File: config.mk
export PLATFORM = sky130hd
export DESIGN_NAME = antialiased_line_stepper
export DESIGN_NICKNAME = d
export VERILOG_FILES = /design/src/hdl/aals_pkg.sv /design/src/hdl/aals_ctrl.sv /design/src/hdl/aals_datapath.sv /design/src/hdl/antialiased_line_stepper.sv
export VERILOG_INCLUDE_DIRS = /design/src /design/src/hdl
export SDC_FILE = /design/constraint.sdc
export NUM_CORES = 1
export LEC_CHECK = 0
export ABC_CLOCK_PERIOD_IN_PS = 4600
export BUFFER_PORTS_ARGS = -buffer_cell sky130_fd_sc_hd__buf_2
export CORE_MARGIN = 4
export CORE_UTILIZATION = 40
export DETAILED_ROUTE_END_ITERATION = 6
export PLACE_DENSITY = 0.62
export SKIP_CTS_REPAIR_TIMING = 1
export SLEW_MARGIN = 20
export SYNTH_ARGS = -nofsm -noshare
export SYNTH_HDL_FRONTEND = slang
export SYNTH_SLANG_ARGS = --single-unit
File: constraint.sdc
create_clock -name clk -period 4.6 [get_ports clk]
set_input_delay 0.92 -clock clk [delete_from_list [all_inputs] [get_ports clk]]
set_output_delay 0.92 -clock clk [all_outputs]
set_load 0.02 [all_outputs]
File: src/hdl/antialiased_line_stepper_macros.svh
// ----------------------------------------------------------------------------
// antialiased_line_stepper_macros
// assertion macros shared by the line stepper, empty when SYNTH is defined
// ----------------------------------------------------------------------------
`ifndef ANTIALIASED_LINE_STEPPER_MACROS_SVH
`define ANTIALIASED_LINE_STEPPER_MACROS_SVH

`ifndef SYNTH

// antecedent implies consequent in the same cycle
`define AALS_ASSERT_SAME(label, clk, rst_n, ante, cons, msg) \
    label: assert property (@(posedge clk) disable iff (!rst_n) (ante) |-> (cons)) \
        else $error(msg);

// antecedent implies consequent in the next cycle
`define AALS_ASSERT_NEXT(label, clk, rst_n, ante, cons, msg) \
    label: assert property (@(posedge clk) disable iff (!rst_n) (ante) |=> (cons)) \
        else $error(msg);

`else

`define AALS_ASSERT_SAME(label, clk, rst_n, ante, cons, msg)
`define AALS_ASSERT_NEXT(label, clk, rst_n, ante, cons, msg)

`endif

`endif

File: src/hdl/aals_pkg.sv
// ----------------------------------------------------------------------------
// aals_pkg
// shared types and constants of the antialiased line stepper
// ----------------------------------------------------------------------------
package aals_pkg;

    localparam logic OP_START = 1'b0;
    localparam logic OP_STEP  = 1'b1;

    localparam logic [7:0] ENDPOINT_WEIGHT = 8'd127;

    // controller to datapath
    typedef struct packed {
        logic load;        // latch raw endpoints
        logic swap;        // steep test and axis swap
        logic order;       // endpoint order, dx and magnitude
        logic div_step;    // one quotient bit
        logic div_first;   // first quotient bit, no shift
        logic slope_set;   // signed slope from quotient
        logic emit_first;  // first endpoint column
        logic emit_run;    // interior column
        logic emit_last;   // second endpoint column
    } aals_cmd_t;

    // datapath to controller
    typedef struct packed {
        logic more;        // an interior column follows the current one
    } aals_status_t;

endpackage

File: src/hdl/aals_ctrl.sv
// ----------------------------------------------------------------------------
// aals_ctrl
// sequencer for line setup, slope division and column stepping
// ----------------------------------------------------------------------------
module aals_ctrl #(
    parameter int FRAC_BITS = 16
) (
    input  logic                  clk,
    input  logic                  rst_n,
    input  logic                  s_tvalid,
    input  logic                  op,
    input  logic                  m_tready,
    output logic                  s_tready,
    output logic                  m_tvalid,
    output aals_pkg::aals_cmd_t   cmd,
    input  aals_pkg::aals_status_t status
);
    import aals_pkg::*;

    localparam int CW = $clog2(FRAC_BITS + 1);

    localparam logic [2:0] ST_READY = 3'd0;
    localparam logic [2:0] ST_SWAP  = 3'd1;
    localparam logic [2:0] ST_ORDER = 3'd2;
    localparam logic [2:0] ST_DIV   = 3'd3;
    localparam logic [2:0] ST_SLOPE = 3'd4;

    localparam logic [1:0] PH_IDLE  = 2'd0;
    localparam logic [1:0] PH_FIRST = 2'd1;
    localparam logic [1:0] PH_RUN   = 2'd2;
    localparam logic [1:0] PH_LAST  = 2'd3;

    logic [2:0]    state_reg, state_next;
    logic [1:0]    phase_reg, phase_next;
    logic [CW-1:0] cnt_reg, cnt_next;
    logic          out_valid_reg, out_valid_next;
    logic          accept;
    logic          emit;

    assign s_tready = (state_reg == ST_READY) && (!out_valid_reg || m_tready);
    assign m_tvalid = out_valid_reg;
    assign accept   = s_tvalid && s_tready;
    assign emit     = cmd.emit_first || cmd.emit_run || cmd.emit_last;

    always_comb
    begin
        state_next = state_reg;
        phase_next = phase_reg;
        cnt_next   = cnt_reg;
        cmd        = '0;
        case (state_reg)
            ST_READY:
            begin
                if (accept && op == OP_START)
                begin
                    cmd.load   = 1'b1;
                    state_next = ST_SWAP;
                end
                else if (accept)
                begin
                    case (phase_reg)
                        PH_FIRST:
                        begin
                            cmd.emit_first = 1'b1;
                            phase_next     = status.more ? PH_RUN : PH_LAST;
                        end
                        PH_RUN:
                        begin
                            cmd.emit_run = 1'b1;
                            phase_next   = status.more ? PH_RUN : PH_LAST;
                        end
                        PH_LAST:
                        begin
                            cmd.emit_last = 1'b1;
                            phase_next    = PH_IDLE;
                        end
                        default:
                        begin
                            phase_next = PH_IDLE;
                        end
                    endcase
                end
            end
            ST_SWAP:
            begin
                cmd.swap   = 1'b1;
                state_next = ST_ORDER;
            end
            ST_ORDER:
            begin
                cmd.order  = 1'b1;
                cnt_next   = '0;
                state_next = ST_DIV;
            end
            ST_DIV:
            begin
                cmd.div_step  = 1'b1;
                cmd.div_first = (cnt_reg == '0);
                cnt_next      = cnt_reg + 1'b1;
                if (cnt_reg == CW'(FRAC_BITS))
                begin
                    state_next = ST_SLOPE;
                end
            end
            ST_SLOPE:
            begin
                cmd.slope_set = 1'b1;
                phase_next    = PH_FIRST;
                state_next    = ST_READY;
            end
            default:
            begin
                state_next = ST_READY;
            end
        endcase
    end

    always_comb
    begin
        if (emit)
        begin
            out_valid_next = 1'b1;
        end
        else if (m_tready)
        begin
            out_valid_next = 1'b0;
        end
        else
        begin
            out_valid_next = out_valid_reg;
        end
    end

    always_ff @(posedge clk or negedge rst_n)
    begin
        if (!rst_n)
        begin
            state_reg     <= ST_READY;
            phase_reg     <= PH_IDLE;
            cnt_reg       <= '0;
            out_valid_reg <= 1'b0;
        end
        else
        begin
            state_reg     <= state_next;
            phase_reg     <= phase_next;
            cnt_reg       <= cnt_next;
            out_valid_reg <= out_valid_next;
        end
    end

endmodule

File: src/hdl/aals_datapath.sv
// ----------------------------------------------------------------------------
// aals_datapath
// endpoint setup, restoring slope divider, minor accumulator and output stage
// ----------------------------------------------------------------------------
module aals_datapath #(
    parameter int COORD_BITS = 11,
    parameter int FRAC_BITS  = 16
) (
    input  logic                   clk,
    input  logic                   rst_n,
    input  aals_pkg::aals_cmd_t    cmd,
    output aals_pkg::aals_status_t status,
    input  logic [COORD_BITS-1:0]  start_x,
    input  logic [COORD_BITS-1:0]  start_y,
    input  logic [COORD_BITS-1:0]  end_x,
    input  logic [COORD_BITS-1:0]  end_y,
    output logic [COORD_BITS-1:0]  pix_x,
    output logic [COORD_BITS-1:0]  pix_y,
    output logic [7:0]             base_weight,
    output logic [7:0]             neighbour_weight,
    output logic                   neighbour_on_x,
    output logic                   last
);
    import aals_pkg::*;

    localparam int C   = COORD_BITS;
    localparam int F   = FRAC_BITS;
    localparam int SL  = F + 2;
    localparam int ACC = C + F + 1;

    logic           steep_reg, steep_next;
    logic [C-1:0]   major_pos_reg, major_pos_next;
    logic [C-1:0]   major_end_reg, major_end_next;
    logic [C-1:0]   minor_start_reg, minor_start_next;
    logic [C-1:0]   minor_end_reg, minor_end_next;
    logic [ACC-1:0] accum_reg, accum_next;
    logic [SL-1:0]  slope_reg, slope_next;
    logic [C-1:0]   dx_reg, dx_next;
    logic [C:0]     rem_reg, rem_next;
    logic [F:0]     quot_reg, quot_next;
    logic           neg_reg, neg_next;
    logic           dx_zero_reg, dx_zero_next;

    logic [C-1:0]   adx, ady;
    logic           major_swap;
    logic [C:0]     trial;
    logic           trial_ge;
    logic [ACC-1:0] slope_ext;
    logic [C:0]     pos_inc;
    logic [F-1:0]   frac;
    logic [F:0]     frac_inv;
    logic [F+8:0]   base_prod, nb_prod;
    logic [C-1:0]   emit_major, emit_minor;
    logic [7:0]     emit_wb, emit_wn;

    logic [C-1:0]   pix_x_reg, pix_x_next;
    logic [C-1:0]   pix_y_reg, pix_y_next;
    logic [7:0]     wb_reg, wb_next;
    logic [7:0]     wn_reg, wn_next;
    logic           on_x_reg, on_x_next;
    logic           last_reg, last_next;

    assign adx = (major_end_reg > major_pos_reg) ? major_end_reg - major_pos_reg
                                                 : major_pos_reg - major_end_reg;
    assign ady = (minor_end_reg > minor_start_reg) ? minor_end_reg - minor_start_reg
                                                   : minor_start_reg - minor_end_reg;
    assign major_swap = major_pos_reg > major_end_reg;

    assign trial    = cmd.div_first ? rem_reg : {rem_reg[C-1:0], 1'b0};
    assign trial_ge = trial >= {1'b0, dx_reg};

    assign slope_ext = {{(ACC - SL){slope_reg[SL-1]}}, slope_reg};
    assign pos_inc   = {1'b0, major_pos_reg} + 1'b1;
    assign status.more = pos_inc < {1'b0, major_end_reg};

    assign frac      = accum_reg[F-1:0];
    assign frac_inv  = {1'b1, {F{1'b0}}} - {1'b0, frac};
    assign base_prod = {frac_inv, 8'd0} - {8'd0, frac_inv};
    assign nb_prod   = {1'b0, frac, 8'd0} - {9'd0, frac};

    always_comb
    begin
        steep_next       = steep_reg;
        major_pos_next   = major_pos_reg;
        major_end_next   = major_end_reg;
        minor_start_next = minor_start_reg;
        minor_end_next   = minor_end_reg;
        accum_next       = accum_reg;
        slope_next       = slope_reg;
        dx_next          = dx_reg;
        rem_next         = rem_reg;
        quot_next        = quot_reg;
        neg_next         = neg_reg;
        dx_zero_next     = dx_zero_reg;

        if (cmd.load)
        begin
            major_pos_next   = start_x;
            minor_start_next = start_y;
            major_end_next   = end_x;
            minor_end_next   = end_y;
        end

        if (cmd.swap)
        begin
            steep_next = ady > adx;
            if (ady > adx)
            begin
                major_pos_next   = minor_start_reg;
                minor_start_next = major_pos_reg;
                major_end_next   = minor_end_reg;
                minor_end_next   = major_end_reg;
            end
        end

        if (cmd.order)
        begin
            dx_next      = adx;
            dx_zero_next = (adx == '0);
            rem_next     = {1'b0, ady};
            neg_next     = major_swap ? (minor_start_reg < minor_end_reg)
                                      : (minor_end_reg < minor_start_reg);
            if (major_swap)
            begin
                major_pos_next   = major_end_reg;
                major_end_next   = major_pos_reg;
                minor_start_next = minor_end_reg;
                minor_end_next   = minor_start_reg;
            end
        end

        if (cmd.div_step)
        begin
            rem_next  = trial_ge ? trial - {1'b0, dx_reg} : trial;
            quot_next = {quot_reg[F-1:0], trial_ge};
        end

        if (cmd.slope_set)
        begin
            if (dx_zero_reg)
            begin
                slope_next = SL'(1) << F;
            end
            else if (neg_reg)
            begin
                slope_next = '0 - {1'b0, quot_reg};
            end
            else
            begin
                slope_next = {1'b0, quot_reg};
            end
            accum_next = '0;
        end

        if (cmd.emit_first)
        begin
            accum_next     = {1'b0, minor_start_reg, {F{1'b0}}} + slope_ext;
            major_pos_next = pos_inc[C-1:0];
        end

        if (cmd.emit_run)
        begin
            accum_next     = accum_reg + slope_ext;
            major_pos_next = pos_inc[C-1:0];
        end
    end

    // column selection for the output stage
    always_comb
    begin
        emit_major = major_pos_reg;
        emit_minor = minor_start_reg;
        emit_wb    = ENDPOINT_WEIGHT;
        emit_wn    = '0;
        if (cmd.emit_run)
        begin
            emit_minor = accum_reg[F+C-1:F];
            emit_wb    = base_prod[F+7:F];
            emit_wn    = nb_prod[F+7:F];
        end
        else if (cmd.emit_last)
        begin
            emit_major = major_end_reg;
            emit_minor = minor_end_reg;
        end
    end

    always_comb
    begin
        pix_x_next = pix_x_reg;
        pix_y_next = pix_y_reg;
        wb_next    = wb_reg;
        wn_next    = wn_reg;
        on_x_next  = on_x_reg;
        last_next  = last_reg;
        if (cmd.emit_first || cmd.emit_run || cmd.emit_last)
        begin
            pix_x_next = steep_reg ? emit_minor : emit_major;
            pix_y_next = steep_reg ? emit_major : emit_minor;
            wb_next    = emit_wb;
            wn_next    = emit_wn;
            on_x_next  = steep_reg;
            last_next  = cmd.emit_last;
        end
    end

    always_ff @(posedge clk or negedge rst_n)
    begin
        if (!rst_n)
        begin
            steep_reg       <= 1'b0;
            major_pos_reg   <= '0;
            major_end_reg   <= '0;
            minor_start_reg <= '0;
            minor_end_reg   <= '0;
            accum_reg       <= '0;
            slope_reg       <= '0;
        end
        else
        begin
            steep_reg       <= steep_next;
            major_pos_reg   <= major_pos_next;
            major_end_reg   <= major_end_next;
            minor_start_reg <= minor_start_next;
            minor_end_reg   <= minor_end_next;
            accum_reg       <= accum_next;
            slope_reg       <= slope_next;
        end
    end

    // divider and output payload
    always_ff @(posedge clk)
    begin
        dx_reg      <= dx_next;
        rem_reg     <= rem_next;
        quot_reg    <= quot_next;
        neg_reg     <= neg_next;
        dx_zero_reg <= dx_zero_next;
        pix_x_reg   <= pix_x_next;
        pix_y_reg   <= pix_y_next;
        wb_reg      <= wb_next;
        wn_reg      <= wn_next;
        on_x_reg    <= on_x_next;
        last_reg    <= last_next;
    end

    assign pix_x            = pix_x_reg;
    assign pix_y            = pix_y_reg;
    assign base_weight      = wb_reg;
    assign neighbour_weight = wn_reg;
    assign neighbour_on_x   = on_x_reg;
    assign last             = last_reg;

endmodule

File: src/hdl/antialiased_line_stepper.sv
// ----------------------------------------------------------------------------
// antialiased_line_stepper
// Wu antialiased line stepper, one pixel column per step request
// ----------------------------------------------------------------------------
// usage:
//   s_* channel takes requests; s_tuser is the operation (0 start, 1 step),
//   s_tdata carries the endpoints, used on start only.
//   a start request yields no result; the block then sets up the line and
//   divides for the gradient one quotient bit per cycle, and takes no new
//   request until the slope is set.
//   each step request yields one column on the m_* channel in the next cycle:
//   first endpoint, interior columns, second endpoint with m_tlast high.
//   steps arrive at one per cycle while the receiver keeps m_tready high.
//   a step with no line in progress is dropped without a result.
//   the result sits in an output register; while the receiver stalls it
//   holds, and s_tready stays low until the register frees up.
//   reset returns to no line in progress with no result pending.
// ----------------------------------------------------------------------------
`include "antialiased_line_stepper_macros.svh"

module antialiased_line_stepper #(
    parameter int COORD_BITS = 11,
    parameter int FRAC_BITS  = 16
) (
    input  logic                                      clk,
    input  logic                                      rst_n,
    input  logic                                      s_tvalid,
    output logic                                      s_tready,
    // start_x, start_y, end_x, end_y, zero fill
    input  logic [((4*COORD_BITS+7)/8)*8-1:0]         s_tdata,
    // operation
    input  logic                                      s_tuser,
    output logic                                      m_tvalid,
    input  logic                                      m_tready,
    // pix_x, pix_y, base_weight, neighbour_weight, zero fill
    output logic [((2*COORD_BITS+16+7)/8)*8-1:0]      m_tdata,
    // neighbour_on_x
    output logic                                      m_tuser,
    output logic                                      m_tlast
);
    import aals_pkg::*;

    localparam int C      = COORD_BITS;
    localparam int OUT_W  = ((2*COORD_BITS+16+7)/8)*8;
    localparam int FILL_W = OUT_W - (2*C + 16);

    aals_cmd_t    cmd;
    aals_status_t status;

    logic [C-1:0] pix_x, pix_y;
    logic [7:0]   base_weight, neighbour_weight;

    aals_ctrl #(
        .FRAC_BITS (FRAC_BITS)
    ) u_ctrl (
        .clk      (clk),
        .rst_n    (rst_n),
        .s_tvalid (s_tvalid),
        .op       (s_tuser),
        .m_tready (m_tready),
        .s_tready (s_tready),
        .m_tvalid (m_tvalid),
        .cmd      (cmd),
        .status   (status)
    );

    aals_datapath #(
        .COORD_BITS (COORD_BITS),
        .FRAC_BITS  (FRAC_BITS)
    ) u_datapath (
        .clk              (clk),
        .rst_n            (rst_n),
        .cmd              (cmd),
        .status           (status),
        .start_x          (s_tdata[C-1:0]),
        .start_y          (s_tdata[2*C-1:C]),
        .end_x            (s_tdata[3*C-1:2*C]),
        .end_y            (s_tdata[4*C-1:3*C]),
        .pix_x            (pix_x),
        .pix_y            (pix_y),
        .base_weight      (base_weight),
        .neighbour_weight (neighbour_weight),
        .neighbour_on_x   (m_tuser),
        .last             (m_tlast)
    );

    assign m_tdata = {{FILL_W{1'b0}}, neighbour_weight, base_weight, pix_y, pix_x};

    // a request is only taken when the output register can receive a result
    `AALS_ASSERT_SAME(a_room_on_accept, clk, rst_n, s_tvalid && s_tready, !m_tvalid || m_tready, "request taken with output blocked")

    // a start keeps the block busy for the setup that follows
    `AALS_ASSERT_NEXT(a_busy_after_start, clk, rst_n, s_tvalid && s_tready && s_tuser == OP_START, !s_tready, "ready right after start")

    // a column is produced only for a step request taken this cycle
    `AALS_ASSERT_SAME(a_emit_on_step, clk, rst_n, cmd.emit_first || cmd.emit_run || cmd.emit_last, s_tvalid && s_tready && s_tuser == OP_STEP, "column without step request")

    // setup commands never overlap a column
    `AALS_ASSERT_SAME(a_setup_exclusive, clk, rst_n, cmd.div_step || cmd.slope_set || cmd.swap || cmd.order, !s_tready, "setup while ready")

endmodule
==> results.yml <==
status:
  status: "complete, no violations"
die:
  die_width_um: 203
  io_pins: 97
  die-area_um2: 41100
  coreArea_um2: 37500
  num_rows: 71
  start_util_pct: 40.4
  die_y_um: 203
placed_design:
  place_congestion: 0.908
  dp_cells: 2364
  dpl_cell_area_um2: 16900
  dp_hpwl_um: 35400
  dp_slack_ps: 49.2
  io_buffers: 90
synthesis:
  synth.distinct_cells: 87
  ys.warnings.count: 0
  synth_area_leaders: "dfrtp_1, edfxtp_1, ha_1"
  synthArstFlopShare_pct: 55.2
  yosysSeqAreaShare_pct: 32.9
  syn-instance-count: 1729
  synthesis.area_um2: 15200
  synth_flop_cell: "dfrtp_1"
  synth-seq-cells: 183
  postSynthAreaPerCell_um2: 8.76
  synth-edff-count: 82
  synth_top_area_cell: "dfrtp_1"
  synth_top_area_share_pct: 16.7
sta:
  setup_ws_ps: 153
  slew_violations: 0
  worstMarginPinSlew_ps: 1100
  timing.fmax_mhz: 225
  relSlewSlack_pct: 27.0
  finalSetupTns_ps: 0
  setup_violations: 0
  fin_worst_skew_ps: 16.1
  finalCritPeriodShare_pct: 96.7
  hold_viol: 0
  hold_ws_ps: 493
  min_period_ps: 4450
global_route:
  grt_pass1_wl_um: 73000
  grt_antenna_before_repair: 1
  grt_pass1_vias: 13363
  grt.total_usage_pct: 22.0
  grt_max_degree: 68
  grt_overflow: 0
pwr:
  vdd_drop_max_v: 0.000524
  power.density_nw_per_um2: 837
  p_leak_nw: 8.05
  switchingPower_mw: 7.04
  finalPower_mw: 14.9
  combPwrFrac_pct: 70.7
  pwr-share-clk_pct: 10.3
  p_sw_share_pct: 47.2
  internal_power_mw: 7.87
  power_frac_seq_pct: 19.0
critical_path:
  critical-path-max-stage-delay_ps: 410
  slowest_stage: "ha_1"
  crit_fanout: 7
  r2r_cells: 20
  crit_type: "register to register"
  worst_setup_path_start_kind: "register"
  required_ps: 4910
  reg2reg_from: "u_datapath.minor_end_reg[7]"
  endpoint_kind: "register"
  r2r_slack_ps: 150
  setup.worst_path.start: "u_datapath.minor_end_reg[7]"
  path_cells: "inv_1 > ha_1 > nand4_1 > o31ai_2 > o31a_1 > o21a_1 > buf_4 > buf_4 > mux2_2 > o221ai_1 > xnor2_1 > ha_1 > nand4_1 > nor2_1 > a211oi_2 > o31ai_4 > buf_12 > clkbuf_16 > mux2i_1 > o21ai_0"
  cp-endpoint: "u_datapath.minor_start_reg[3]"
  arrival_ps: 4750
  r2r-end: "u_datapath.minor_start_reg[3]"
final_layout:
  layout_common_cells: "nand2_1, o21ai_0, ha_1, a21oi_1, buf_4"
  largest_reg_flops: 27
  fill_cells: 3659
  syn_to_final_growth_pct: 17.6
  final_nets: 2077
  layout_commonest_cell: "nand2_1"
  fin_area_um2: 17800
  drive_gt1_share_pct: 17.3
  utilization_pct: 47.5
  multi_input_area_um2: 9600
  regArea_um2: 4990
  fin_cells: 2404
drt:
  dr.pass1.iters: 7
  drcViolationCount: 0
  vias: 13541
  vias_per_cell: 5.63
  drtAntennaViolNets: 0
  drt_iter0_markers: 983
  drt-total-wl_um: 46100
  avgRoutedWirePerCell_um: 19.2
cts:
  cts_tree: "done"
  clockBufferDepth: 2
  clock_sinks: 183
  cts_max_level: 4
  clk_pin_slew_ps: 80
  clock-root-buffer: "clkbuf_16"
  cts_buffers: 17
  clk_latency_ps: 460
flow_run:
  maxCapViolCount: 0
hold_path:
  hp-class: "input pin to async pin"
==> worst min-delay path by stage <==
stage               cells past startpoint  slack [ps]                          end
floorplan                               0         420    u_datapath.neighbour_on_x
global placement                        0         490      u_datapath.quot_reg[16]
detailed placement                      0         500      u_datapath.quot_reg[10]
CTS                                     1         510  u_datapath.major_pos_reg[0]
global route                            1         540  u_datapath.major_end_reg[0]
finish                                  1         490  u_datapath.major_end_reg[0]
==> kinds of logic (layout without fill, tap and decap cells) <==
| group | after synthesis | after routing | synth area share [%] |
|---|---|---|---|
| xor+xnor | 100 | 100 | 5.78 |
| compound gates | 483 | 483 | 20.0 |
| buf+inv | 209 | 371 | 5.51 |
| fa+ha+maj | 145 | 145 | 12.3 |
| other cells | 1 | 3 | 0.0247 |
| simple gates | 487 | 487 | 15.3 |
| mux | 121 | 121 | 8.17 |
| flops | 183 | 183 | 32.9 |
==> final cells by class <==
class / instances / share of cell area (%)
antenna: 1 / 0.0140
tap: 511 / 3.59
sequential: 183 / 28.0
inverter: 121 / 2.56
clock inverter: 15 / 0.990
clock buffer: 17 / 2.39
multi-input combinational: 1338 / 53.9
timing repair buffer: 218 / 8.55
==> power groups by stage <==
stage | Sequential (mW) | Combinational, mW | Clock (mW)
2_1_floorplan | 2.87 | 6.22 | 0
3_3_place_gp | 2.83 | 9.58 | 0
3_5_place_dp | 2.85 | 9.74 | 0
4_1_cts | 2.81 | 9.79 | 1.56
5_1_grt | 2.89 | 11.6 | 1.62
6_report | 2.83 | 10.5 | 1.54
==> synthesized netlist by cell type, types with 4 or more instances <==
library cell and instances:
a21o_1 39, mux2_2 14, a31oi_1 4, nor4_1 4, o21bai_1 6, o221ai_1 6
o31a_1 4, fa_1 7, a21boi_0 4, mux2i_1 105, inv_1 117, nor2_1 104
o41ai_1 4, xor2_1 22, nand2b_1 9, o21a_1 16, o211ai_1 8, or4_1 6
o21ai_0 150, nor2b_1 18, clkbuf_1 58, a221oi_1 8, buf_2 20, o2111ai_1 4
a22o_1 17, edfxtp_1 82, o22ai_1 12, or3_1 10, dfrtp_1 101, ha_1 138
a21oi_1 129, buf_4 4, xnor2_1 78, a22oi_1 13, nor3_1 33, nand4_1 20
nand3_1 52, nand2_1 193, a211oi_1 5, and3_1 9, o31ai_1 19, a2111oi_0 6
==> critical path: cells and delay by family (launching register included) <==
family | cells | cell delay [ps]
compound gates | 7 | 1340
mux | 2 | 470
xor+xnor | 1 | 240
simple gates | 3 | 410
buf+inv | 5 | 710
flops | 1 | 350
fa+ha+maj | 2 | 740
==> per-layer routing <==
metal | part of all wire, % | wire length [µm] | GRT usage (%)
met1 | 45 | 21000 | 30.1
met4 | 3.0 | 1370 | 6.96
met2 | 47 | 21600 | 36.4
met3 | 4.8 | 2210 | 3.02
met5 | 0 | 0 | 0
(Power assumes the default switching activity.)
